[src/typed_named_value_deframer_macros.svh]
// Assertion macros shared by the typed named-value deframer RTL.
`ifndef TYPED_NAMED_VALUE_DEFRAMER_MACROS_SVH
`define TYPED_NAMED_VALUE_DEFRAMER_MACROS_SVH

// A condition that must hold at every clock edge outside reset.
`define TNVD_ASSERT_ALWAYS(name, cond) \
    name: assert property (@(posedge clk) disable iff (!rst_n) (cond)) \
        else $error("tnvd check failed");

// A condition that must hold in the cycle after a trigger.
`define TNVD_ASSERT_NEXT(name, trig, cond) \
    name: assert property (@(posedge clk) disable iff (!rst_n) (trig) |=> (cond)) \
        else $error("tnvd check failed");

`endif

[src/tnvd_pkg.sv]
// Package with the types and codes of the typed named-value deframer.
`default_nettype none

package tnvd_pkg;

    typedef enum logic [2:0] {
        PH_SYNC1 = 3'd0,
        PH_SYNC2 = 3'd1,
        PH_LEN   = 3'd2,
        PH_TYPE  = 3'd3,
        PH_VAL   = 3'd4,
        PH_NAME  = 3'd5
    } phase_t;

    typedef logic [2:0] status_t;
    typedef logic [1:0] kind_t;
    typedef logic [2:0] reg_index_t;

    localparam status_t ST_NAME_BYTE = 3'd0;
    localparam status_t ST_DONE      = 3'd1;
    localparam status_t ST_BAD_SYNC  = 3'd2;
    localparam status_t ST_BAD_TYPE  = 3'd3;
    localparam status_t ST_TOO_LONG  = 3'd4;
    localparam status_t ST_ZERO_LEN  = 3'd5;

    localparam kind_t KIND_SIGNED16  = 2'd0;
    localparam kind_t KIND_UNSIGNED8 = 2'd1;
    localparam kind_t KIND_FLAG      = 2'd2;

    localparam reg_index_t REG_SYNC_FIRST      = 3'd0;
    localparam reg_index_t REG_SYNC_SECOND     = 3'd1;
    localparam reg_index_t REG_CODE_SIGNED16   = 3'd2;
    localparam reg_index_t REG_CODE_UNSIGNED8  = 3'd3;
    localparam reg_index_t REG_CODE_FLAG       = 3'd4;
    localparam reg_index_t REG_MAX_NAME_LENGTH = 3'd5;

    localparam logic [7:0] RST_SYNC_FIRST      = 8'd170;
    localparam logic [7:0] RST_SYNC_SECOND     = 8'd85;
    localparam logic [7:0] RST_CODE_SIGNED16   = 8'd105;
    localparam logic [7:0] RST_CODE_UNSIGNED8  = 8'd117;
    localparam logic [7:0] RST_CODE_FLAG       = 8'd98;
    localparam logic [7:0] RST_MAX_NAME_LENGTH = 8'd16;

endpackage

`default_nettype wire

[src/typed_named_value_deframer.sv]
// Typed named-value deframer: turns a received byte stream into name and value results.
//
// Input channel: in_valid/in_ready carry one received byte (rx_byte) per transaction.
// Output channel: out_valid/out_ready carry at most one result per input byte:
// a name byte with its index, a frame-done result with type, value and name length,
// or an error status (bad sync, bad type, name too long, zero length).
// Bytes that produce no result (accepted sync, length and type bytes, and value bytes
// except the last one of a frame without a name) are absorbed silently.
// An accepted byte is held in an input register, decoded by one level of logic that
// also updates the frame state, and the result lands in the output register.
// Throughput is one byte per cycle while the receiver does not stall.
// When the receiver stalls, the output register holds its result and the input
// register holds one more byte; in_ready drops only when both are occupied.
// Reset clears the frame state to waiting for the first sync byte, empties both
// registers and loads the configuration registers with their default codes.
// Configuration is written over the APB port; the user must write it only while no
// transaction is in flight, as the block itself does not enforce this.
`default_nettype none
`include "typed_named_value_deframer_macros.svh"

module typed_named_value_deframer
    import tnvd_pkg::*;
(
    input  wire logic        clk,
    input  wire logic        rst_n,

    input  wire logic        psel,
    input  wire logic        penable,
    input  wire logic        pwrite,
    input  wire logic [4:0]  paddr,
    input  wire logic [31:0] pwdata,
    output logic      [31:0] prdata,
    output logic             pready,

    input  wire logic        in_valid,
    output logic             in_ready,
    input  wire logic [7:0]  rx_byte,

    output logic             out_valid,
    input  wire logic        out_ready,
    output logic      [2:0]  status,
    output logic      [1:0]  value_type,
    output logic signed [15:0] value,
    output logic             has_name_byte,
    output logic      [7:0]  name_byte,
    output logic      [7:0]  name_index,
    output logic      [7:0]  name_length
);

    logic [7:0] sync_first_reg;
    logic [7:0] sync_second_reg;
    logic [7:0] code_signed16_reg;
    logic [7:0] code_unsigned8_reg;
    logic [7:0] code_flag_reg;
    logic [7:0] max_name_length_reg;

    logic       cfg_write;
    reg_index_t cfg_index;

    logic       s1_valid_reg;
    logic [7:0] s1_byte_reg;
    logic       s1_advance;

    phase_t     phase_reg, phase_next;
    logic [7:0] frame_length_reg, frame_length_next;
    kind_t      kind_reg, kind_next;
    logic [15:0] value_bytes_reg, value_bytes_next;
    logic       value_count_reg, value_count_next;
    logic [7:0] name_count_reg, name_count_next;
    logic [7:0] exp_len_reg, exp_len_next;

    logic       type_known;
    kind_t      type_kind;
    logic [8:0] type_rem;
    logic [8:0] name_count_inc;
    logic [15:0] dec_value;

    logic       res_valid;
    status_t    res_status;
    kind_t      res_type;
    logic [15:0] res_value;
    logic       res_has;
    logic [7:0] res_byte;
    logic [7:0] res_index;
    logic [7:0] res_length;

    logic       out_valid_reg;
    status_t    out_status_reg;
    kind_t      out_type_reg;
    logic [15:0] out_value_reg;
    logic       out_has_reg;
    logic [7:0] out_byte_reg;
    logic [7:0] out_index_reg;
    logic [7:0] out_length_reg;

    // Configuration port.
    assign pready    = 1'b1;
    assign cfg_index = paddr[4:2];
    assign cfg_write = psel && penable && pwrite && pready;

    always_ff @(posedge clk or negedge rst_n)
    begin
        if (!rst_n)
        begin
            sync_first_reg      <= RST_SYNC_FIRST;
            sync_second_reg     <= RST_SYNC_SECOND;
            code_signed16_reg   <= RST_CODE_SIGNED16;
            code_unsigned8_reg  <= RST_CODE_UNSIGNED8;
            code_flag_reg       <= RST_CODE_FLAG;
            max_name_length_reg <= RST_MAX_NAME_LENGTH;
        end
        else if (cfg_write)
        begin
            unique case (cfg_index)
                REG_SYNC_FIRST:      sync_first_reg      <= pwdata[7:0];
                REG_SYNC_SECOND:     sync_second_reg     <= pwdata[7:0];
                REG_CODE_SIGNED16:   code_signed16_reg   <= pwdata[7:0];
                REG_CODE_UNSIGNED8:  code_unsigned8_reg  <= pwdata[7:0];
                REG_CODE_FLAG:       code_flag_reg       <= pwdata[7:0];
                REG_MAX_NAME_LENGTH: max_name_length_reg <= pwdata[7:0];
                default:             ;
            endcase
        end
    end

    always_comb
    begin
        unique case (cfg_index)
            REG_SYNC_FIRST:      prdata = {24'd0, sync_first_reg};
            REG_SYNC_SECOND:     prdata = {24'd0, sync_second_reg};
            REG_CODE_SIGNED16:   prdata = {24'd0, code_signed16_reg};
            REG_CODE_UNSIGNED8:  prdata = {24'd0, code_unsigned8_reg};
            REG_CODE_FLAG:       prdata = {24'd0, code_flag_reg};
            REG_MAX_NAME_LENGTH: prdata = {24'd0, max_name_length_reg};
            default:             prdata = 32'd0;
        endcase
    end

    // Input register and handshake.
    assign s1_advance = s1_valid_reg && (!out_valid_reg || out_ready);
    assign in_ready   = !s1_valid_reg || s1_advance;

    always_ff @(posedge clk or negedge rst_n)
    begin
        if (!rst_n)
        begin
            s1_valid_reg <= 1'b0;
        end
        else if (in_ready)
        begin
            s1_valid_reg <= in_valid;
        end
    end

    always_ff @(posedge clk)
    begin
        if (in_valid && in_ready)
        begin
            s1_byte_reg <= rx_byte;
        end
    end

    // Type decode; the signed code wins over unsigned, which wins over flag.
    always_comb
    begin
        type_known = 1'b1;
        type_kind  = KIND_FLAG;
        if (s1_byte_reg == code_signed16_reg)
        begin
            type_kind = KIND_SIGNED16;
        end
        else if (s1_byte_reg == code_unsigned8_reg)
        begin
            type_kind = KIND_UNSIGNED8;
        end
        else if (s1_byte_reg != code_flag_reg)
        begin
            type_known = 1'b0;
        end
        type_rem = {1'b0, frame_length_reg}
                 - ((type_kind == KIND_SIGNED16) ? 9'd3 : 9'd2);
    end

    assign name_count_inc = {1'b0, name_count_reg} + 9'd1;

    always_comb
    begin
        case (kind_reg)
            KIND_SIGNED16:  dec_value = value_bytes_reg;
            KIND_UNSIGNED8: dec_value = {8'd0, value_bytes_reg[7:0]};
            default:        dec_value = {15'd0, (value_bytes_reg[7:0] != 8'd0)};
        endcase
    end

    // Frame state machine, one byte per pass.
    always_comb
    begin
        phase_next        = phase_reg;
        frame_length_next = frame_length_reg;
        kind_next         = kind_reg;
        value_bytes_next  = value_bytes_reg;
        value_count_next  = value_count_reg;
        name_count_next   = name_count_reg;
        exp_len_next      = exp_len_reg;
        res_valid         = 1'b0;
        res_status        = ST_NAME_BYTE;
        res_type          = KIND_SIGNED16;
        res_value         = 16'd0;
        res_has           = 1'b0;
        res_byte          = 8'd0;
        res_index         = 8'd0;
        res_length        = 8'd0;

        if (s1_advance)
        begin
            unique case (phase_reg)
                PH_SYNC1:
                begin
                    if (s1_byte_reg == sync_first_reg)
                    begin
                        phase_next = PH_SYNC2;
                    end
                    else
                    begin
                        res_valid  = 1'b1;
                        res_status = ST_BAD_SYNC;
                    end
                end
                PH_SYNC2:
                begin
                    if (s1_byte_reg == sync_second_reg)
                    begin
                        phase_next = PH_LEN;
                    end
                    else
                    begin
                        res_valid  = 1'b1;
                        res_status = ST_BAD_SYNC;
                        phase_next = PH_SYNC1;
                    end
                end
                PH_LEN:
                begin
                    if (s1_byte_reg == 8'd0)
                    begin
                        res_valid  = 1'b1;
                        res_status = ST_ZERO_LEN;
                        phase_next = PH_SYNC1;
                    end
                    else
                    begin
                        frame_length_next = s1_byte_reg;
                        phase_next        = PH_TYPE;
                    end
                end
                PH_TYPE:
                begin
                    if (!type_known)
                    begin
                        res_valid  = 1'b1;
                        res_status = ST_BAD_TYPE;
                        phase_next = PH_SYNC1;
                    end
                    else if (type_rem[8] || (type_rem[7:0] > max_name_length_reg))
                    begin
                        res_valid  = 1'b1;
                        res_status = ST_TOO_LONG;
                        phase_next = PH_SYNC1;
                    end
                    else
                    begin
                        kind_next        = type_kind;
                        exp_len_next     = type_rem[7:0];
                        value_bytes_next = 16'd0;
                        value_count_next = 1'b0;
                        name_count_next  = 8'd0;
                        phase_next       = PH_VAL;
                    end
                end
                PH_VAL:
                begin
                    if (!value_count_reg)
                    begin
                        value_bytes_next[7:0] = s1_byte_reg;
                    end
                    else
                    begin
                        value_bytes_next[15:8] = s1_byte_reg;
                    end
                    value_count_next = 1'b1;
                    if (value_count_reg || (kind_reg != KIND_SIGNED16))
                    begin
                        if (exp_len_reg == 8'd0)
                        begin
                            res_valid  = 1'b1;
                            res_status = ST_DONE;
                            res_type   = kind_reg;
                            case (kind_reg)
                                KIND_SIGNED16:  res_value = value_bytes_next;
                                KIND_UNSIGNED8: res_value = {8'd0, value_bytes_next[7:0]};
                                default:        res_value =
                                    {15'd0, (value_bytes_next[7:0] != 8'd0)};
                            endcase
                            phase_next = PH_SYNC1;
                        end
                        else
                        begin
                            phase_next = PH_NAME;
                        end
                    end
                end
                PH_NAME:
                begin
                    name_count_next = name_count_inc[7:0];
                    res_valid       = 1'b1;
                    res_type        = kind_reg;
                    res_has         = 1'b1;
                    res_byte        = s1_byte_reg;
                    res_index       = name_count_reg;
                    if (name_count_inc >= {1'b0, exp_len_reg})
                    begin
                        res_status = ST_DONE;
                        res_value  = dec_value;
                        res_length = exp_len_reg;
                        phase_next = PH_SYNC1;
                    end
                    else
                    begin
                        res_status = ST_NAME_BYTE;
                    end
                end
                default:
                begin
                    phase_next = PH_SYNC1;
                end
            endcase
        end
    end

    always_ff @(posedge clk or negedge rst_n)
    begin
        if (!rst_n)
        begin
            phase_reg        <= PH_SYNC1;
            frame_length_reg <= 8'd0;
            kind_reg         <= KIND_SIGNED16;
            value_bytes_reg  <= 16'd0;
            value_count_reg  <= 1'b0;
            name_count_reg   <= 8'd0;
            exp_len_reg      <= 8'd0;
        end
        else
        begin
            phase_reg        <= phase_next;
            frame_length_reg <= frame_length_next;
            kind_reg         <= kind_next;
            value_bytes_reg  <= value_bytes_next;
            value_count_reg  <= value_count_next;
            name_count_reg   <= name_count_next;
            exp_len_reg      <= exp_len_next;
        end
    end

    // Output register.
    always_ff @(posedge clk or negedge rst_n)
    begin
        if (!rst_n)
        begin
            out_valid_reg <= 1'b0;
        end
        else if (s1_advance)
        begin
            out_valid_reg <= res_valid;
        end
        else if (out_ready)
        begin
            out_valid_reg <= 1'b0;
        end
    end

    always_ff @(posedge clk)
    begin
        if (s1_advance && res_valid)
        begin
            out_status_reg <= res_status;
            out_type_reg   <= res_type;
            out_value_reg  <= res_value;
            out_has_reg    <= res_has;
            out_byte_reg   <= res_byte;
            out_index_reg  <= res_index;
            out_length_reg <= res_length;
        end
    end

    assign out_valid     = out_valid_reg;
    assign status        = out_status_reg;
    assign value_type    = out_type_reg;
    assign value         = out_value_reg;
    assign has_name_byte = out_has_reg;
    assign name_byte     = out_byte_reg;
    assign name_index    = out_index_reg;
    assign name_length   = out_length_reg;

    `TNVD_ASSERT_ALWAYS(a_name_count_in_range,
        (phase_reg != PH_NAME) || (name_count_reg < exp_len_reg))
    `TNVD_ASSERT_NEXT(a_error_resyncs,
        s1_advance && res_valid && (res_status != ST_NAME_BYTE) && (res_status != ST_DONE),
        phase_reg == PH_SYNC1)
    `TNVD_ASSERT_ALWAYS(a_name_flag_matches_status,
        !out_valid_reg || !out_has_reg ||
        (out_status_reg == ST_NAME_BYTE) || (out_status_reg == ST_DONE))
    `TNVD_ASSERT_ALWAYS(a_stall_needs_full_pipe,
        in_ready || (s1_valid_reg && out_valid_reg && !out_ready))

endmodule

`default_nettype wire
[config.mk]
export PLATFORM = sky130hd
export DESIGN_NAME = typed_named_value_deframer
export DESIGN_NICKNAME = d
export VERILOG_FILES = /design/src/tnvd_pkg.sv /design/src/typed_named_value_deframer.sv
export VERILOG_INCLUDE_DIRS = /design/src /design/src/src
export SDC_FILE = /design/constraint.sdc
export NUM_CORES = 1
export LEC_CHECK = 0
export ABC_CLOCK_PERIOD_IN_PS = 5400
export BUFFER_PORTS_ARGS = -buffer_cell sky130_fd_sc_hd__buf_2
export CORE_MARGIN = 2
export CORE_UTILIZATION = 52
export CTS_CLUSTER_SIZE = 28
export DETAILED_ROUTE_END_ITERATION = 10
export GPL_ROUTABILITY_DRIVEN = 1
export PLACE_DENSITY = 0.77
export SLEW_MARGIN = 20
export SYNTH_ARGS = -nofsm -noshare
export SYNTH_HDL_FRONTEND = slang
export SYNTH_SLANG_ARGS = --single-unit
[constraint.sdc]
create_clock -name clk -period 5.4 [get_ports clk]
set_clock_uncertainty 0.05 [all_clocks]
set_input_delay 1.35 -clock clk [delete_from_list [all_inputs] [get_ports clk]]
set_output_delay 1.35 -clock clk [all_outputs]
set_load 0.1 [all_outputs]
==> impl_metrics.csv, run 1 <==
group,metric,value,unit
drt,first_pass_iters,6,
yosys,synth_top_area_share,23.23,%
cells_and_area,diodes,0,
placed_design,gp_congestion,0.8580,
worst_setup_path,timing.rr.start,"code_signed16_reg[5]$_DFFE_PN1P_",
yosys,synth_flop_cell,"dfrtp_1",
clock_network,clock_sinks,150,
worst_setup_path,worstPathArrival,4.77,ns
cells_and_area,finish.utilization,60.40,%
drt,wl_per_cell,17.42,um
hold_path,min_to,"frame_length_reg[0]$_DFFE_PN0P_",
sta,fin_setup_tns,0,ns
yosys,synth_area,0.008080,sq mm
cells_and_area,area_delta_synth_final,13.64,%
die,die-area,0.01655,sq mm
clock_network,postCtsSetupBuffers,0,
clock_network,cts_tree,"yes",
cells_and_area,multi_input_area,0.003667,sq mm
yosys,yosysTopAreaCell,"dfrtp_1",
drt,via_count,5934,
sta,fmax,0.2219,GHz
clock_network,htreeDepth,4,
outcome,status,"completed",
worst_setup_path,r2r_cells,17,
placed_design,portBuffers,81,
global_routing,grt_overflow,0,
run,cap_violations,0,
die,rows,45,
die,io-pin-count,133,
yosys,synth-edff-count,54,
drt,wl,18140,um
cells_and_area,register_area,0.004050,sq mm
yosys,synth_area_leaders,"dfrtp_1 (23%), edfxtp_1 (20%), mux2_2 (8.2%)",
sta,finalHoldViolCount,0,
drt,via_per_inst,5.700,
sta,layout_min_cycle_time,4.507,ns
sta,slew_viol_final,0,
worst_setup_path,cp_data_required_time,5.67,ns
yosys,yosys-top-cells-count,"dfrtp_1 (75), nand2_1 (72), mux2_2 (59)",
cells_and_area,fillCellCount,1264,
drt,route.detailed.drc,0,
power,power.density,551.6,mW/mm^2
clock_network,insertion_delay,0.43,ns
clock_network,clk_transition_reported_paths,0.06,ns
sta,slew_headroom,27.90,%
worst_setup_path,critical-path-max-stage-delay,0.55,ns
cells_and_area,fin_nets,911,
die,initial_core_util,53.15,%
clock_network,clockBufferDepth,2,
hold_path,min_path_cells,1,
power,report.power.total,0.005065,W
sta,fin_crit_sh,83.47,%
worst_setup_path,r2r_end,"exp_len_reg[1]$_DFFE_PN0P_",
worst_setup_path,cp_slowest_cell,"dfstp_2",
yosys,syn_area_per_cell,10.49,sq um
yosys,synth_cell_types,57,
yosys,synth-seq-cells,150,
clock_network,hold_buffers,0,
die,core_area,0.01520,sq mm
yosys,synthArstFlopShare,64.00,%
placed_design,dp.final_hpwl,12420,um
yosys,synthCells,770,
yosys,ys_seq_area_share,50.12,%
power,vdd_ir_drop_max,0.2985,mV
power,p_leak,3.976,nW
worst_setup_path,endpoint_kind,"flop",
yosys,post-synth-top-count-cell,"dfrtp_1",
worst_setup_path,setup.worst_path.start_class,"flop",
die,die_h,128.7,um
cells_and_area,drive_gt1_share,25.21,%
clock_network,post_cts_resized,0,
sta,setup_viol,0,
global_routing,antenna_found_initial,0,
die,fp.dieW,128.7,um
global_routing,gr-usage-all-layers,22.66,%
clock_network,cts_root_buffer,"clkbuf_16",
sta,rsz0062_at_grt,"false",
global_routing,grt_pass1_vias,5535,
worst_setup_path,reg2reg_slack,0.89,ns
drt,drt_iter0_markers,580,
clock_network,numCtsBuffers,17,
sta,worstMarginPinSlew,1.081,ns
worst_setup_path,cp_max_fo,16,
hold_path,hold_class,"reg -> reg",
drt,antenna_left,0,
hold_path,hold_start,"frame_length_reg[0]$_DFFE_PN0P_",
worst_setup_path,critPathKind,"reg -> reg",
global_routing,grt_first_pass_wirelength,28720,um
worst_setup_path,cp_cell_sequence,"xnor2_1 > nand4_1 > nor2_1 > ha_1 > inv_1 > ha_1 > nor3_1 > nand2_1 > xnor2_1 > ha_1 > nand4_1 > nor2_1 > nor2_1 > or3_1 > nor3_4 > buf_4 > mux2_2",
yosys,yosys_warnings,0,
global_routing,grt_start_max_net_pins,50,
-- layout make-up --
class                           instances  share of cell area [%]
Sequential cell                       150                   44.11
Multi-Input combinational cell        546                   39.94
Timing Repair Buffer                   95                   5.723
Clock buffer                           21                   5.014
Tap cell                              188                   2.562
Clock inverter                         11                   1.431
Inverter                               30                   1.226
-- critical path: cells and delay by family, from the launching register on --
family	cells	cell delay [ns]
AND/OR/NAND/NOR	9	1.95
adder cells (fa/ha/maj)	3	0.76
flip-flops	1	0.55
multiplexers	1	0.37
XOR/XNOR	2	0.36
buffers and inverters	2	0.33
-- worst max path at each step --
stage | start | to | slack, ns | cells past startpoint
global route | code_signed16_reg[5]$_DFFE_PN1P_ | exp_len_reg[1]$_DFFE_PN0P_ | 0.61 | 17
detailed placement | code_signed16_reg[5]$_DFFE_PN1P_ | exp_len_reg[1]$_DFFE_PN0P_ | 0.96 | 17
floorplan | paddr[4] | prdata[5] | 0.18 | 6
global placement | paddr[3] | prdata[3] | 1.0 | 5
CTS | code_signed16_reg[5]$_DFFE_PN1P_ | exp_len_reg[4]$_DFFE_PN0P_ | 0.92 | 17
finish | code_signed16_reg[5]$_DFFE_PN1P_ | exp_len_reg[1]$_DFFE_PN0P_ | 0.89 | 17
-- metrics by stage --
step / setup slack (ns) / std cells / instance area [sq um] / hold WS [ns]
floorplan: 0.1838 / 793 / 8180 / 0.4307
global placement: 0.9972 / 1009 / 8591 / 0.4432
detailed placement: 0.9637 / 1009 / 8591 / 0.4566
CTS: 0.9216 / 1041 / 9183 / 0.4699
global route: 0.6135 / 1041 / 9183 / 0.5063
finish: 0.8927 / 1041 / 9183 / 0.4709
-- layout by cell type, fill, tap and decap left out, types with 5 or more instances in the layout --
cell type / instances
nand4_1: 11
o211ai_1: 5
a22oi_1: 8
nor3_1: 9
a31oi_1: 7
edfxtp_1: 54
inv_1: 30
xnor2_1: 22
mux2_2: 59
o31ai_1: 7
ha_1: 19
clkinv_2: 5
a21oi_1: 53
xor2_1: 29
o21ai_0: 33
nand2_1: 72
nand2b_1: 6
nor4_1: 7
a211oi_1: 5
mux2i_1: 13
dfrtp_1: 75
and2_1: 27
conb_1: 25
nor2b_1: 8
or3_1: 5
clkbuf_16: 17
buf_2: 80
dfstp_2: 21
buf_4: 14
nand3_1: 28
nor2_1: 44
-- power by group --
group | switching, W | total [W] | internal [W]
Combinational | 0.00168 | 0.00216 | 0.000473
Clock | 0.000455 | 0.00120 | 0.000743
Sequential | 0.000180 | 0.00171 | 0.00153
-- kinds of logic (layout without fill, tap and decap cells) --
logic type	after synthesis	in the layout	share of synthesized area, %
simple gates	237	237	14.76
flops	150	150	50.12
compound gates	139	139	10.33
buf+inv	97	157	5.838
mux	75	75	10.39
xor+xnor	51	51	5.528
fa+ha+maj	19	19	2.942
other cells	2	25	0.09294
-- metal layers --
layer | routed length [um] | GRT usage, % | vias to the layer above
met5 | 0 | 0 | -
met4 | 382 | 8.248 | 0
met3 | 1058 | 4.283 | 28
met2 | 8770 | 36.26 | 216
met1 | 7929 | 31.07 | 2879
li1 | - | - | 2811
(Power assumes the default switching activity.)
==> run 2, diff against run 1 <==
Settings changed: ABC_AREA from default to 1, ABC_CLOCK_PERIOD_IN_PS 5400 to 3600.
Clock period 5.4 ns to 3.6 ns, I/O delays scaled along.
==> run 2 against run 1 <==
  * The flow now finishes with violations (setup timing)
  * Power rose by 36%
  * Design area is 12% higher
  * Sequential share of layout area down 4.8 points
  * Wire length grew 15%
  * Clock power grew 49%
  * Cell count up 29%
  * First-iteration DRC count increased by 21%
  * Worst setup slack got worse by 0.98 ns
  * Die area rose by 4.3%
  * Combinational power grew 29%
  * Critical path type unchanged
  * Largest power group unchanged
  * Highest routed layer unchanged
==> impl_metrics.csv, run 2 <==
group,metric,value,unit
outcome,status,"complete, but fails checks",
outcome,violations,"setup timing",
sta,fin_setup_tns,-3.333,ns
yosys,synthCells,990,
sta,rsz0062_at_grt,"true",
yosys,post-synth-top-count-cell,"nand2_1",
yosys,yosys_warnings,0,
die,rows,46,
yosys,yosysTopAreaCell,"dfrtp_1",
drt,wl,20830,um
drt,route.detailed.drc,0,
sta,layout_min_cycle_time,3.692,ns
worst_setup_path,cp_slowest_cell,"dfstp_2",
worst_setup_path,r2r_cells,23,
global_routing,grt_overflow,0,
worst_setup_path,critPathKind,"reg -> reg",
placed_design,post-place-cells,1292,
clock_network,clockBufferDepth,2,
clock_network,htreeDepth,4,
cells_and_area,register_area,0.004050,sq mm
hold_path,hold_class,"in -> async",
clock_network,cts_root_buffer,"clkbuf_16",
worst_setup_path,cp_cell_sequence,"xnor2_2 > nand2_1 > nor2_2 > nand2_2 > inv_2 > ha_4 > inv_4 > a21oi_4 > nand3_2 > nor3_4 > xor2_2 > ha_1 > a21o_1 > nor2_1 > nand2_1 > nand2_2 > nand2_2 > nand2_1 > nand2_1 > nand2_2 > nand2_4 > buf_8 > clkbuf_16",
yosys,synth_area_leaders,"dfrtp_1 (22%), edfxtp_1 (19%), nand2_1 (13%)",
die,io-pin-count,133,
sta,finalWorstSetupSlack,-0.09222,ns
sta,finalHoldViolCount,0,
yosys,synth_cell_types,43,
clock_network,clk_transition_reported_paths,0.06,ns
worst_setup_path,endpoint_kind,"flop",
die,core_area,0.01589,sq mm
die,initial_core_util,53.14,%
worst_setup_path,reg2reg_slack,-0.09,ns
clock_network,insertion_delay,0.43,ns
sta,slew_viol_final,0,
placed_design,portBuffers,81,
power,power.density,667.6,mW/mm^2
die,die_h,131.4,um
clock_network,clock_sinks,150,
yosys,synth_flop_cell,"dfrtp_1",
cells_and_area,fillCellCount,1308,
yosys,synth-edff-count,54,
global_routing,gr-usage-all-layers,24.22,%
power,report.power.total,0.006871,W
sta,fin_crit_sh,102.6,%
drt,drt_iter0_markers,702,
sta,hold_ws,0.4113,ns
global_routing,grt_pass1_vias,6866,
worst_setup_path,worstPathArrival,3.84,ns
worst_setup_path,crit_start,"code_signed16_reg[6]$_DFFE_PN1P_",
worst_setup_path,setup.worst_path.start_class,"flop",
sta,worstMarginPinSlew,0.8980,ns
yosys,synth_area,0.008442,sq mm
global_routing,grt_start_max_net_pins,81,
worst_setup_path,cp_max_fo,6,
yosys,yosys-top-cells-count,"nand2_1 (301), inv_1 (99), dfrtp_1 (75), nor2_1 (75), o21ai_0 (68)",
drt,wl_per_cell,15.45,um
power,vdd_ir_drop_max,0.3844,mV
clock_network,numCtsBuffers,17,
cells_and_area,layout_common_cells,"nand2_1 (277), inv_1 (94), buf_2 (76)",
drt,via_per_inst,5.175,
yosys,ys_seq_area_share,47.98,%
power,p_leak,4.862,nW
worst_setup_path,cp_data_required_time,3.75,ns
die,fp.dieW,131.4,um
yosys,syn_area_per_cell,8.527,sq um
die,die-area,0.01727,sq mm
cells_and_area,finish.utilization,64.79,%
cells_and_area,multi_input_area,0.003897,sq mm
yosys,synth-seq-cells,150,
cells_and_area,final_common_cell,"nand2_1",
placed_design,dp.final_hpwl,13970,um
global_routing,grt_first_pass_wirelength,33150,um
global_routing,antenna_found_initial,0,
cells_and_area,finalNonFillerCells,1348,
placed_design,gp_congestion,0.9110,
run,cap_violations,0,
drt,antenna_left,0,
yosys,synth_top_area_share,22.23,%
sta,setup_viol,48,
cells_and_area,fin_nets,1190,
worst_setup_path,r2r_end,"value_type[1]$_SDFFCE_PN0P_",
yosys,synthArstFlopShare,64.00,%
cells_and_area,area_delta_synth_final,21.92,%
sta,slew_headroom,40.13,%
cells_and_area,drive_gt1_share,27.74,%
worst_setup_path,timing.rr.start,"code_signed16_reg[6]$_DFFE_PN1P_",
clock_network,hold_buffers,0,
worst_setup_path,critical-path-max-stage-delay,0.55,ns
drt,first_pass_iters,5,
cells_and_area,diodes,0,
drt,via_count,6976,
clock_network,cts_tree,"yes",
sta,fmax,0.2708,GHz
[run 2: what timing repair did]
item                       4_1_cts  5_1_grt
setup buffers                   15        4
pin swaps                        6       29
gates cloned                     2        5
setup endpoints to repair       81       83
resized for setup               16       52
[run 2: worst max-delay path by stage]
| stage | depth (start not counted) | to | slack (ns) |
|---|---|---|---|
| after floorplan | 5 | prdata[2] | -0.15 |
| after global placement | 22 | name_byte[4]$_SDFFCE_PN0P_ | -0.02 |
| after detailed placement | 22 | name_byte[4]$_SDFFCE_PN0P_ | -0.09 |
| after CTS | 24 | value[13]$_SDFFCE_PN0P_ | 0.02 |
| after global routing | 23 | value_type[0]$_SDFFCE_PN0P_ | -0.26 |
| final | 23 | value_type[1]$_SDFFCE_PN0P_ | -0.09 |
[run 2: area by class of cell]
cell class                      instances  share of cell area [%]
Tap cell                              216                   2.626
Clock inverter                         13                   1.532
Inverter                              113                   4.218
Sequential cell                       150                   39.35
Clock buffer                           19                   4.206
Multi-Input combinational cell        696                   37.87
Timing Repair Buffer                  141                   10.20
[run 2: logic make-up after synthesis]
logic type                 count (synthesis)  share of synthesized area [%]
other                                      2                        0.08896
and+or+nand+nor                          470                          25.30
buffers and inverters                    169                          9.945
DFF                                      150                          47.98
AOI/OAI and AO/OA                        136                          9.219
xor gates and xnor gates                  44                          4.654
adders and majority gates                 19                          2.816
[run 2: where the power goes]
group / total (W) / internal [W] / switching (W) / leakage [nW]
clock network: 0.00179 / 0.00108 / 0.000702 / 0.280
logic: 0.00278 / 0.000706 / 0.00207 / 2.87
registers: 0.00231 / 0.00214 / 0.000165 / 1.72
total: 0.00687 / 0.00393 / 0.00294 / 4.86
[run 2: metal layers]
metal	share of wire [%]	routed length [um]	GRT usage, %
met1	40	8302	29.46
met2	51	10680	41.39
met3	5.1	1070	4.282
met4	3.7	770	12.32
met5	0	0	0
[run 2: through the flow]
step           cell area, sq um  setup slack [ns]
3_5_place_dp               9185          -0.08890
3_3_place_gp               9185          -0.01951
6_report                  10290          -0.09222
4_1_cts                   10020           0.01524
5_1_grt                   10290           -0.2622
2_1_floorplan              8567           -0.1527
[run 2: worst max-delay path: cells and delay by family (launching register included)]
| kind | cells | cell delay [ns] |
|---|---|---|
| xor gates and xnor gates | 2 | 0.33 |
| DFF | 1 | 0.55 |
| adders and majority gates | 2 | 0.43 |
| buffers and inverters | 4 | 0.43 |
| AOI/OAI and AO/OA | 2 | 0.33 |
| and+or+nand+nor | 13 | 1.32 |
